==> src/hw/rtl/rbsi_pkg.sv <==
package rbsi_pkg;

	// Q16.16 word and divider geometry
	localparam int unsigned QW     = 32;
	localparam int unsigned Q_FRAC = 16;
	localparam int unsigned DIFF_W = QW + 1;
	localparam int unsigned NUM_W  = DIFF_W + Q_FRAC;
	localparam int unsigned DEN_W  = QW;
	localparam int unsigned CMP_W  = DEN_W + QW;
	localparam int unsigned DIV_LAT = QW;
	localparam int unsigned EPS_W  = 17;
	localparam int unsigned NAXES  = 3;

	localparam logic signed [QW-1:0] Q_MAX = {1'b0, {(QW-1){1'b1}}};
	localparam logic signed [QW-1:0] Q_MIN = {1'b1, {(QW-1){1'b0}}};

	// configuration register indexes
	localparam logic [2:0] REG_MIN_X = 3'd0;
	localparam logic [2:0] REG_MIN_Y = 3'd1;
	localparam logic [2:0] REG_MIN_Z = 3'd2;
	localparam logic [2:0] REG_MAX_X = 3'd3;
	localparam logic [2:0] REG_MAX_Y = 3'd4;
	localparam logic [2:0] REG_MAX_Z = 3'd5;
	localparam logic [2:0] REG_EPS   = 3'd6;

	typedef struct packed {
		logic signed [31:0] origin_x;
		logic signed [31:0] origin_y;
		logic signed [31:0] origin_z;
		logic signed [31:0] dir_x;
		logic signed [31:0] dir_y;
		logic signed [31:0] dir_z;
	} ray_t;

	typedef struct packed {
		logic        hit;
		logic [30:0] near_distance;
	} res_t;

	// per-axis side information that travels beside the divider
	typedef struct packed {
		logic par;
		logic pmiss;
		logic neg_lo;
		logic neg_hi;
		logic ovf_lo;
		logic ovf_hi;
	} axis_meta_t;

	typedef axis_meta_t [NAXES-1:0] ray_meta_t;

endpackage

==> src/hw/rtl/rbsi_fold.sv <==
module rbsi_fold import rbsi_pkg::*; (
	input  logic signed [QW-1:0] t_lo [NAXES],
	input  logic signed [QW-1:0] t_hi [NAXES],
	input  ray_meta_t            meta,
	output res_t                 res
);

	logic signed [QW-1:0] near_d;
	logic signed [QW-1:0] far_d;
	logic signed [QW-1:0] f;
	logic                 miss;

	// fold the axes in order X, Y, Z into near/far and the miss flag
	always_comb begin
		near_d = '0;
		far_d  = Q_MAX;
		f      = Q_MAX;
		miss   = 1'b0;
		for (int a = 0; a < NAXES; a++) begin
			if (meta[a].par) begin
				miss = miss | meta[a].pmiss;
			end else begin
				if (t_lo[a] > near_d) begin
					near_d = t_lo[a];
				end
				f = (t_hi[a] < far_d) ? t_hi[a] : far_d;
				far_d = f;
				if (near_d > f) begin
					miss = 1'b1;
				end
			end
		end
		res.hit           = ~miss;
		res.near_distance = miss ? '0 : near_d[30:0];
	end

endmodule

==> config.mk <==
export PLATFORM = sky130hd
export DESIGN_NAME = rbsi_fold
export DESIGN_NICKNAME = d
export VERILOG_FILES = /design/src/hw/rtl/rbsi_pkg.sv /design/src/hw/rtl/rbsi_fold.sv
export SDC_FILE = /design/constraint.sdc
export NUM_CORES = 1
export LEC_CHECK = 0
export BUFFER_PORTS_ARGS = -buffer_cell sky130_fd_sc_hd__buf_2
export CAP_MARGIN = 40
export CELL_PAD_IN_SITES_DETAIL_PLACEMENT = 0
export CELL_PAD_IN_SITES_GLOBAL_PLACEMENT = 1
export CORE_UTILIZATION = 40
export DETAILED_ROUTE_END_ITERATION = 12
export PLACE_DENSITY_LB_ADDON = 0.3
export SYNTH_ARGS = -nofsm -noshare
export SYNTH_HDL_FRONTEND = slang
export SYNTH_SLANG_ARGS = --single-unit
==> constraint.sdc <==
create_clock -name vclk -period 8.65
set_input_delay 0 -clock vclk [all_inputs]
set_output_delay 0 -clock vclk [all_outputs]
set_load 0.01 [all_outputs]
==> out/results.ini <==
[sta]
post-route-period-util_pct=93.5
setup_tns_ns=0
fmax_mhz=124
relSlewSlack_pct=40.4
setup_viol=0
report.final.slew_viol_count=0
rsz0062_at_grt=no
hold_violations=0
worstMarginPinSlew_ns=0.894
min_period_ns=8.08

[layout]
nClkBuffers=0
diodes=0
drive_gt1_share_pct=21.6
fillers=2374
final_cells=1853
syn2layout_area_growth_pct=18.0
seq_area_sq_um=0
nets=2002
seq_cells=0

[detailed_routing]
ant_nets=0
drt_iter0_markers=899
totalWireLength_um=35800
dr.pass1.iters=5
wl_per_cell_um=19.3
viasPerCell=5.83
vias=10800
remaining_drc_errors=0

[critical_path]
worst-path-max-fanout=29
timing.critical_path.mode_cell=a21oi_1
end_kind=output pin
critPathLaunchType=primary input
arrival_ns=8.08
slowest_stage=or4_1
worstPathRequired_ns=8.65
path_class=in2out
cp_slowest_stage_delay_ns=0.55
setup.worst_path.start=t_lo[85]

[die]
die_x_um=154
io_pins=242
die_y_um=154
initial_core_util_pct=40.9
die-area_sq_um=23800
core_area_sq_um=22700
rows=55

[global_route]
grt_use_met2_pct=45.7
grt_pass1_vias=9832
grt_overflow=0
grt_use_met1_pct=42.8
grt_max_degree=64
gr-usage-met3_pct=0.785
grtUsageTotal_pct=28.6
busiest_layer=met2
grt_pass1_wl_um=53600
antenna_found_initial=0

[pwr]
irDropWorstVdd_v=0.000115
p_per_area_nw_per_um2=93.4
power.leakage_nw=5.63

[placement]
gp_congestion=0.960
port_buffers=230
dp_hpwl_um=31600
dp.cells=1852

[logic_synthesis]
synth_cell_types=68
synth.top_cell.area_share_pct=29.9
synthesis.instances=1375
yosys.area.top_type=ha_1
synth_fp_nets=1807
yosysSeqAreaShare_pct=0
ys_top_cells_by_area=ha_1, mux2i_1, inv_1
syn_area_per_cell_sq_um=6.75
syn_area_sq_um=9280
yosysWarnings=0

[run]
maxCapViolCount=0

[worst_hold_path]
hold_start=t_lo[18]
hold_class=in2out

[status]
status=finished clean

[cts]
cts_hold_buffers=0

[worst max-delay path, delay by kind of cell]
family / cells / cell delay [ns]
AOI/OAI and AO/OA: 18 / 3.86
adders and majority gates: 3 / 0.85
buffers and inverters: 6 / 1.17
and+or+nand+nor: 10 / 2.19
[final timing paths]
path	endpoint	slack [ns]	cells after the start
worst min-delay path	res[18]	0.37	4
worst max-delay path	res[6]	0.57	37
[placed cells by master, fill, tap and decap left out, drive strengths merged, types with 33 or more instances in the layout]
master / n
nor2: 101
nand2: 94
inv: 139
a211oi: 49
o221ai: 33
a31oi: 37
or2: 35
nand3: 91
nor4: 48
ha: 222
mux2i: 65
a21oi: 69
buf: 274
o21ai: 100
nand4: 38
[where the power goes]
group          total (mW)  internal (mW)  leakage (nW)  switching (mW)
sequential              0              0             0               0
clock                   0              0             0               0
combinational        1.02          0.412          5.63           0.610
total                1.02          0.412          5.63           0.610
[cells in the mapped netlist (all sizes together), types with 3 or more instances]
| master | instances |
|---|---|
| a21o | 21 |
| a221oi | 5 |
| mux2i | 65 |
| a21oi | 69 |
| mux2 | 5 |
| buf | 20 |
| nor4 | 48 |
| ha | 222 |
| nor2 | 101 |
| and3 | 6 |
| inv | 139 |
| o21a | 6 |
| a31oi | 37 |
| nand4 | 38 |
| or2 | 35 |
| o21bai | 8 |
| nand2b | 5 |
| and4 | 6 |
| or4 | 3 |
| clkbuf | 62 |
| o211ai | 7 |
| o221ai | 33 |
| nand2 | 94 |
| nand3 | 91 |
| a41oi | 3 |
| o2111ai | 4 |
| or3 | 3 |
| a211oi | 49 |
| nor3 | 17 |
| and2 | 30 |
| o21ai | 100 |
| nor2b | 14 |
[layer usage]
metal  part of all wire (%)  up-vias
met2                     43      367
met1                     50     4897
met5                      0        -
met3                    5.4       26
met4                    1.8        0
li1                       -     5520
[final cells by class]
cell class	count	area [sq um]	area share, %
Tap cell	285	357	3.26
Multi-Input combinational cell	1155	8520	77.8
Timing Repair Buffer	274	1550	14.2
Inverter	139	522	4.77
[through the flow]
| step | setup slack (ns) | util [%] | instance area (sq um) | power [mW] | hold slack [ns] |
|---|---|---|---|---|---|
| global route | 0.0823 | 48.2 | 10900 | 1.13 | 0.396 |
| CTS | 0.233 | 47.9 | 10900 | 1.01 | 0.372 |
| global placement | 0.350 | 47.8 | 10900 | 0.982 | 0.368 |
| finish | 0.566 | 48.2 | 10900 | 1.02 | 0.369 |
| detailed placement | 0.243 | 47.9 | 10900 | 1.00 | 0.368 |
| floorplan | 1.09 | - | 9280 | 0.677 | 0.139 |
[kinds of logic (layout without fill, tap and decap cells)]
group	after synthesis	after routing	synth area share [%]
compound gates	362	362	25.5
fa+ha+maj	222	222	29.9
buf+inv	221	413	9.38
mux	70	70	7.66
other cells	2	2	0.0809
simple gates	498	499	27.5
[what timing repair did]
item | CTS | global route
resized for setup | 0 | 11
endpoints found under the setup margin | 0 | 32
buffers inserted | 0 | 0
(Power assumes the default switching activity.)
