[src/hw/rtl/rbsi_pkg.sv]
package rbsi_pkg;

	// Q16.16 word and divider geometry
	localparam int unsigned QW     = 32;
	localparam int unsigned Q_FRAC = 16;
	localparam int unsigned DIFF_W = QW + 1;
	localparam int unsigned NUM_W  = DIFF_W + Q_FRAC;
	localparam int unsigned DEN_W  = QW;
	localparam int unsigned CMP_W  = DEN_W + QW;
	localparam int unsigned DIV_LAT = QW;
	localparam int unsigned EPS_W  = 17;
	localparam int unsigned NAXES  = 3;

	localparam logic signed [QW-1:0] Q_MAX = {1'b0, {(QW-1){1'b1}}};
	localparam logic signed [QW-1:0] Q_MIN = {1'b1, {(QW-1){1'b0}}};

	// configuration register indexes
	localparam logic [2:0] REG_MIN_X = 3'd0;
	localparam logic [2:0] REG_MIN_Y = 3'd1;
	localparam logic [2:0] REG_MIN_Z = 3'd2;
	localparam logic [2:0] REG_MAX_X = 3'd3;
	localparam logic [2:0] REG_MAX_Y = 3'd4;
	localparam logic [2:0] REG_MAX_Z = 3'd5;
	localparam logic [2:0] REG_EPS   = 3'd6;

	typedef struct packed {
		logic signed [31:0] origin_x;
		logic signed [31:0] origin_y;
		logic signed [31:0] origin_z;
		logic signed [31:0] dir_x;
		logic signed [31:0] dir_y;
		logic signed [31:0] dir_z;
	} ray_t;

	typedef struct packed {
		logic        hit;
		logic [30:0] near_distance;
	} res_t;

	// per-axis side information that travels beside the divider
	typedef struct packed {
		logic par;
		logic pmiss;
		logic neg_lo;
		logic neg_hi;
		logic ovf_lo;
		logic ovf_hi;
	} axis_meta_t;

	typedef axis_meta_t [NAXES-1:0] ray_meta_t;

endpackage

[src/hw/rtl/rbsi_div.sv]
module rbsi_div import rbsi_pkg::*; (
	input  logic             clk,
	input  logic             en,
	input  logic [NUM_W-1:0] num,
	input  logic [DEN_W-1:0] den,
	output logic [QW-1:0]    quo
);

	// one quotient bit per stage, most significant first
	logic [NUM_W-1:0] rem_s [0:QW-1];
	logic [DEN_W-1:0] den_s [0:QW-1];
	logic [QW-1:0]    quo_s [0:QW];

	assign rem_s[0] = num;
	assign den_s[0] = den;
	assign quo_s[0] = '0;
	assign quo      = quo_s[QW];

	for (genvar k = 0; k < QW; k++) begin : g_stage
		logic [CMP_W-1:0] sub;
		logic             ge;

		assign sub = {{(CMP_W-DEN_W){1'b0}}, den_s[k]} << (QW - 1 - k);
		assign ge  = {{(CMP_W-NUM_W){1'b0}}, rem_s[k]} >= sub;

		// shift in the next quotient bit
		always_ff @(posedge clk) begin
			if (en) begin
				quo_s[k+1] <= {quo_s[k][QW-2:0], ge};
			end
		end

		if (k < QW - 1) begin : g_carry
			// reduce the partial remainder, pass the divisor on
			always_ff @(posedge clk) begin
				if (en) begin
					rem_s[k+1] <= ge ? rem_s[k] - sub[NUM_W-1:0] : rem_s[k];
					den_s[k+1] <= den_s[k];
				end
			end
		end
	end

endmodule

[config.mk]
export PLATFORM = sky130hd
export DESIGN_NAME = rbsi_div
export DESIGN_NICKNAME = d
export VERILOG_FILES = /design/src/hw/rtl/rbsi_pkg.sv /design/src/hw/rtl/rbsi_div.sv
export SDC_FILE = /design/constraint.sdc
export NUM_CORES = 2
export LEC_CHECK = 0
export BUFFER_PORTS_ARGS = -buffer_cell sky130_fd_sc_hd__buf_2
export CAP_MARGIN = 5
export CORE_UTILIZATION = 30
export DETAILED_ROUTE_END_ITERATION = 7
export GPL_TIMING_DRIVEN = 0
export SLEW_MARGIN = 25
export SYNTH_ARGS = -nofsm -noshare
export SYNTH_HDL_FRONTEND = slang
export SYNTH_SLANG_ARGS = --single-unit
[constraint.sdc]
create_clock -name clk -period 4.8 [get_ports clk]
set_input_delay 0.48 -clock clk [delete_from_list [all_inputs] [get_ports clk]]
set_output_delay 0.48 -clock clk [all_outputs]
set_load 0.02 [all_outputs]
==> results.py <==
metrics = {
    "sta": {
        "final_max_slew_viol_count": 0,
        "setup_ws_ns": 0.138,
        "max_freq_mhz": 214,
        "tightest_slew_ns": 1.05,
        "rsz0062_at_grt": "false",
        "slew_headroom_pct": 29.1,
        "hold_viol": 0,
        "fin_setup_tns_ns": 0,
        "min_period_ns": 4.66,
        "setup_violations": 0,
        "fin_crit_sh_pct": 97.1,
        "fin_skew_ns": 0.0686,
    },
    "power_and_ir_drop": {
        "cellPowerDensity_nw_per_um2": 514,
        "power_leakage_nw": 67.5,
        "pwr-share-clk_pct": 29.0,
        "p_sw_mw": 29.1,
        "p_int_mw": 60.7,
        "p_total_mw": 89.9,
        "power_frac_seq_pct": 41.5,
        "vdd_drop_max_uv": 328,
        "swShare_pct": 32.4,
        "p_comb_share_pct": 29.5,
    },
    "critical_path": {
        "startpoint": "rem_s[150]",
        "cpMostUsedCell": "o21ai_0",
        "critPathArrivalTime_ns": 5.30,
        "worstSetupPathType": "reg -> reg",
        "path_buf_inv": 3,
        "critPathLaunchType": "flop",
        "crit_family": "compound AO/OA/AOI/OAI gates",
        "crit_cells": 14,
        "critPathMaxStageDelay_ns": 0.61,
        "critical_path_required_ns": 5.43,
        "crit_fanout": 10,
        "worstSetupEndpointType": "flop",
        "crit_chain": "inv_1, ha_1, fa_1, nor2b_1, o21ai_0, a21oi_1, o2111ai_1, a211oi_2, o21ai_1, o21ai_2, a41oi_1, clkbuf_2, buf_1, o21ai_0",
        "worstReg2RegStart": "rem_s[150]",
        "cp_slowest_cell": "buf_1",
        "r2r_cells": 14,
    },
    "logic_synthesis": {
        "syn_nets": 13600,
        "synth_top_family_by_area": "compound AO/OA/AOI/OAI gates",
        "yosys.area_share.simple_pct": 9.63,
        "synthCells": 12600,
        "ys_ff_latch": 3039,
        "synth_edf_count": 3039,
        "synthFlopType": "edfxtp_1",
        "ys_warn_count": 0,
        "synthXorXnorAreaFrac_pct": 4.99,
        "seq_area_frac_synth_pct": 59.7,
        "synth_cell_type_count": 94,
        "synthArstFlopShare_pct": 0,
        "syn_area_um2": 153000,
        "synth_compound_area_share_pct": 12.2,
        "synth_mux_area_share_pct": 1.86,
        "synth_area_per_cell_um2": 12.1,
        "synth_fa_ha_area_share_pct": 7.93,
    },
    "floorplanning": {
        "start_util_pct": 30.2,
        "chipWidth_um": 716,
        "die_h_um": 716,
        "design.die.area_um2": 512000,
        "core_um2": 506000,
        "row_count": 261,
        "ios": 115,
    },
    "detailed_routing": {
        "drc": 0,
        "drtIter0Drc": 6792,
        "viasPerCell": 4.82,
        "dr_total_vias": 97200,
        "detail_route.wirelength_mm": 368,
        "postRouteAntennaNets": 0,
        "wl_per_cell_um": 18.2,
        "drt_pass1_iterations": 5,
    },
    "cells_and_area": {
        "nNetsFinal": 14200,
        "syn_to_final_growth_pct": 14.5,
        "utilization_pct": 34.6,
        "layout-drive-gt1-share_pct": 7.61,
    },
    "placement": {
        "dp_slack_ns": -1.17,
        "port_buffers": 114,
        "globalplace.congestion": 0.902,
        "dp_hpwl_mm": 279,
    },
    "outcome": {
        "status": "finished clean",
    },
    "global_routing": {
        "grt_pass1_vias": 97100,
        "overflow": 0,
        "grt_pass1_wl_mm": 562,
        "grt_max_degree": 142,
        "antenna_found_initial": 7,
        "grt_usage_pct": 13.9,
    },
    "clock_network": {
        "h-tree-depth": 5,
        "path_clk_slew_ns": 0.06,
        "cts_sinks": 3039,
        "clk_path_buf_depth": 4,
        "cts_tree": "built",
        "clockRootBuffer": "clkbuf_16",
        "clkLatencyLatePin_ns": 0.98,
        "cts_inserted_buffers": 344,
    },
    "hold_path": {
        "worstHoldStart": "en",
        "hold_path_class": "in -> reg",
        "hold_depth": 2,
    },
    "flow_run": {
        "drv_cap": 0,
    },
}
## power by group through the flow
stage | combinational [mW] | sequential (mW) | clock [mW]
5_1_grt | 29.6 | 37.7 | 27.8
6_report | 26.5 | 37.3 | 26.1
3_3_place_gp | 25.6 | 40.3 | 0
4_1_cts | 26.4 | 37.4 | 26.9
3_5_place_dp | 26.1 | 37.9 | 0
2_1_floorplan | 19.7 | 36.5 | 0
## state kept, by name, indices dropped and copies added (netlist names)
| name | flops |
|---|---|
| quo_s | 496 |
| quo | 32 |
| den_s | 992 |
| rem_s | 1519 |
## synthesized netlist by cell type, types with 75 or more instances
library cell / count / area (um^2)
a21o_1: 487 / 3660
a21oi_1: 896 / 4480
a31oi_1: 94 / 588
and3_1: 85 / 532
clkbuf_1: 231 / 867
edfxtp_1: 3039 / 91300
ha_1: 919 / 11500
inv_1: 1156 / 4340
mux2_2: 168 / 1890
nand2_1: 962 / 3610
nand2b_1: 138 / 863
nand3_1: 174 / 871
nand4_1: 165 / 1030
nor2_1: 636 / 2390
nor2b_1: 140 / 876
nor3_1: 179 / 896
nor4_1: 164 / 1030
o21a_1: 110 / 826
o21ai_0: 790 / 3950
o21ai_1: 75 / 375
o21bai_1: 93 / 698
xnor2_1: 490 / 4290
xor2_1: 381 / 3340
## logic make-up after synthesis
family | count (synthesis)
XOR/XNOR | 871
AND/OR/NAND/NOR | 2997
AO/OA/AOI/OAI | 3032
adder cells (fa/ha/maj) | 950
buffers and inverters | 1460
flip-flops | 3039
multiplexers | 255
## what timing repair did
| action | 4_1_cts | 5_1_grt |
|---|---|---|
| gates cloned | 1 | 1 |
| resized for setup | 39 | 69 |
| setup endpoints to repair | 360 | 417 |
| endpoints found under the hold margin | 95 | 0 |
| pin swaps | 1 | 2 |
| hold buffers | 82 | 0 |
| buffers inserted | 0 | 4 |
## cell usage in the layout (no fill, tap or decap), drive strengths merged, types with 54 or more instances in the layout
| master | instances |
|---|---|
| mux2 | 233 |
| and3 | 85 |
| ha | 919 |
| nand2 | 962 |
| xor2 | 381 |
| o21bai | 93 |
| a211oi | 60 |
| nand2b | 138 |
| o21ai | 866 |
| dlygate4sd3 | 82 |
| a31oi | 94 |
| inv | 1177 |
| nor2 | 636 |
| edfxtp | 3039 |
| or4 | 54 |
| a21o | 487 |
| or3 | 66 |
| nand3 | 174 |
| clkinv | 149 |
| nor2b | 140 |
| a21oi | 896 |
| nand4 | 165 |
| buf | 213 |
| xnor2 | 490 |
| nor3 | 181 |
| o21a | 110 |
| nor4 | 164 |
| o31ai | 70 |
| clkbuf | 642 |
## worst reg2reg max path, stage by stage, from the launching register on
cell       delay, ns
edfxtp_1        0.42
inv_1           0.08
ha_1            0.19
fa_1            0.23
nor2b_1         0.06
o21ai_0         0.26
a21oi_1         0.19
o2111ai_1       0.40
a211oi_2        0.17
o21ai_1         0.37
o21ai_2         0.17
a41oi_1         0.52
clkbuf_2        0.44
buf_1           0.61
o21ai_0         0.25
## layer usage
| metal | part of all wire [%] | vias to the layer above | track usage (%) |
|---|---|---|---|
| li1 | - | 47800 | - |
| met2 | 51 | 1987 | 25.6 |
| met3 | 3.9 | 766 | 1.81 |
| met4 | 5.2 | 2 | 6.54 |
| met1 | 40 | 46600 | 15.9 |
| met5 | 0.0035 | - | 0 |
## final timing paths
| path | endpoint | slack (ns) |
|---|---|---|
| setup / recovery | rem_s[131] | 0.14 |
| hold / removal | den_s[956] | 0.17 |
| hold reg to reg | quo_s[82] | 0.38 |
| setup reg to reg | rem_s[131] | 0.14 |
## metrics by stage
step | hold slack, ns | instance area [um^2] | cells
3_3_place_gp | 0.401 | 162000 | 19400
4_1_cts | 0.108 | 175000 | 20200
3_5_place_dp | 0.405 | 163000 | 19500
6_report | 0.166 | 175000 | 20200
2_1_floorplan | 0.400 | 153000 | 12600
5_1_grt | 0.148 | 175000 | 20200
## area by class of cell
| type | instances | area, um^2 |
|---|---|---|
| Antenna cell | 9 | 22.5 |
| Buffer | 295 | 1330 |
| Timing Repair Buffer | 230 | 2220 |
| Clock inverter | 210 | 2160 |
| Inverter | 1162 | 4360 |
| Tap cell | 6706 | 8390 |
| Sequential cell | 3039 | 91300 |
| Multi-Input combinational cell | 8105 | 56300 |
| Fill cell | 49800 | 331000 |
| Clock buffer | 415 | 8960 |
(Power assumes the default switching activity.)
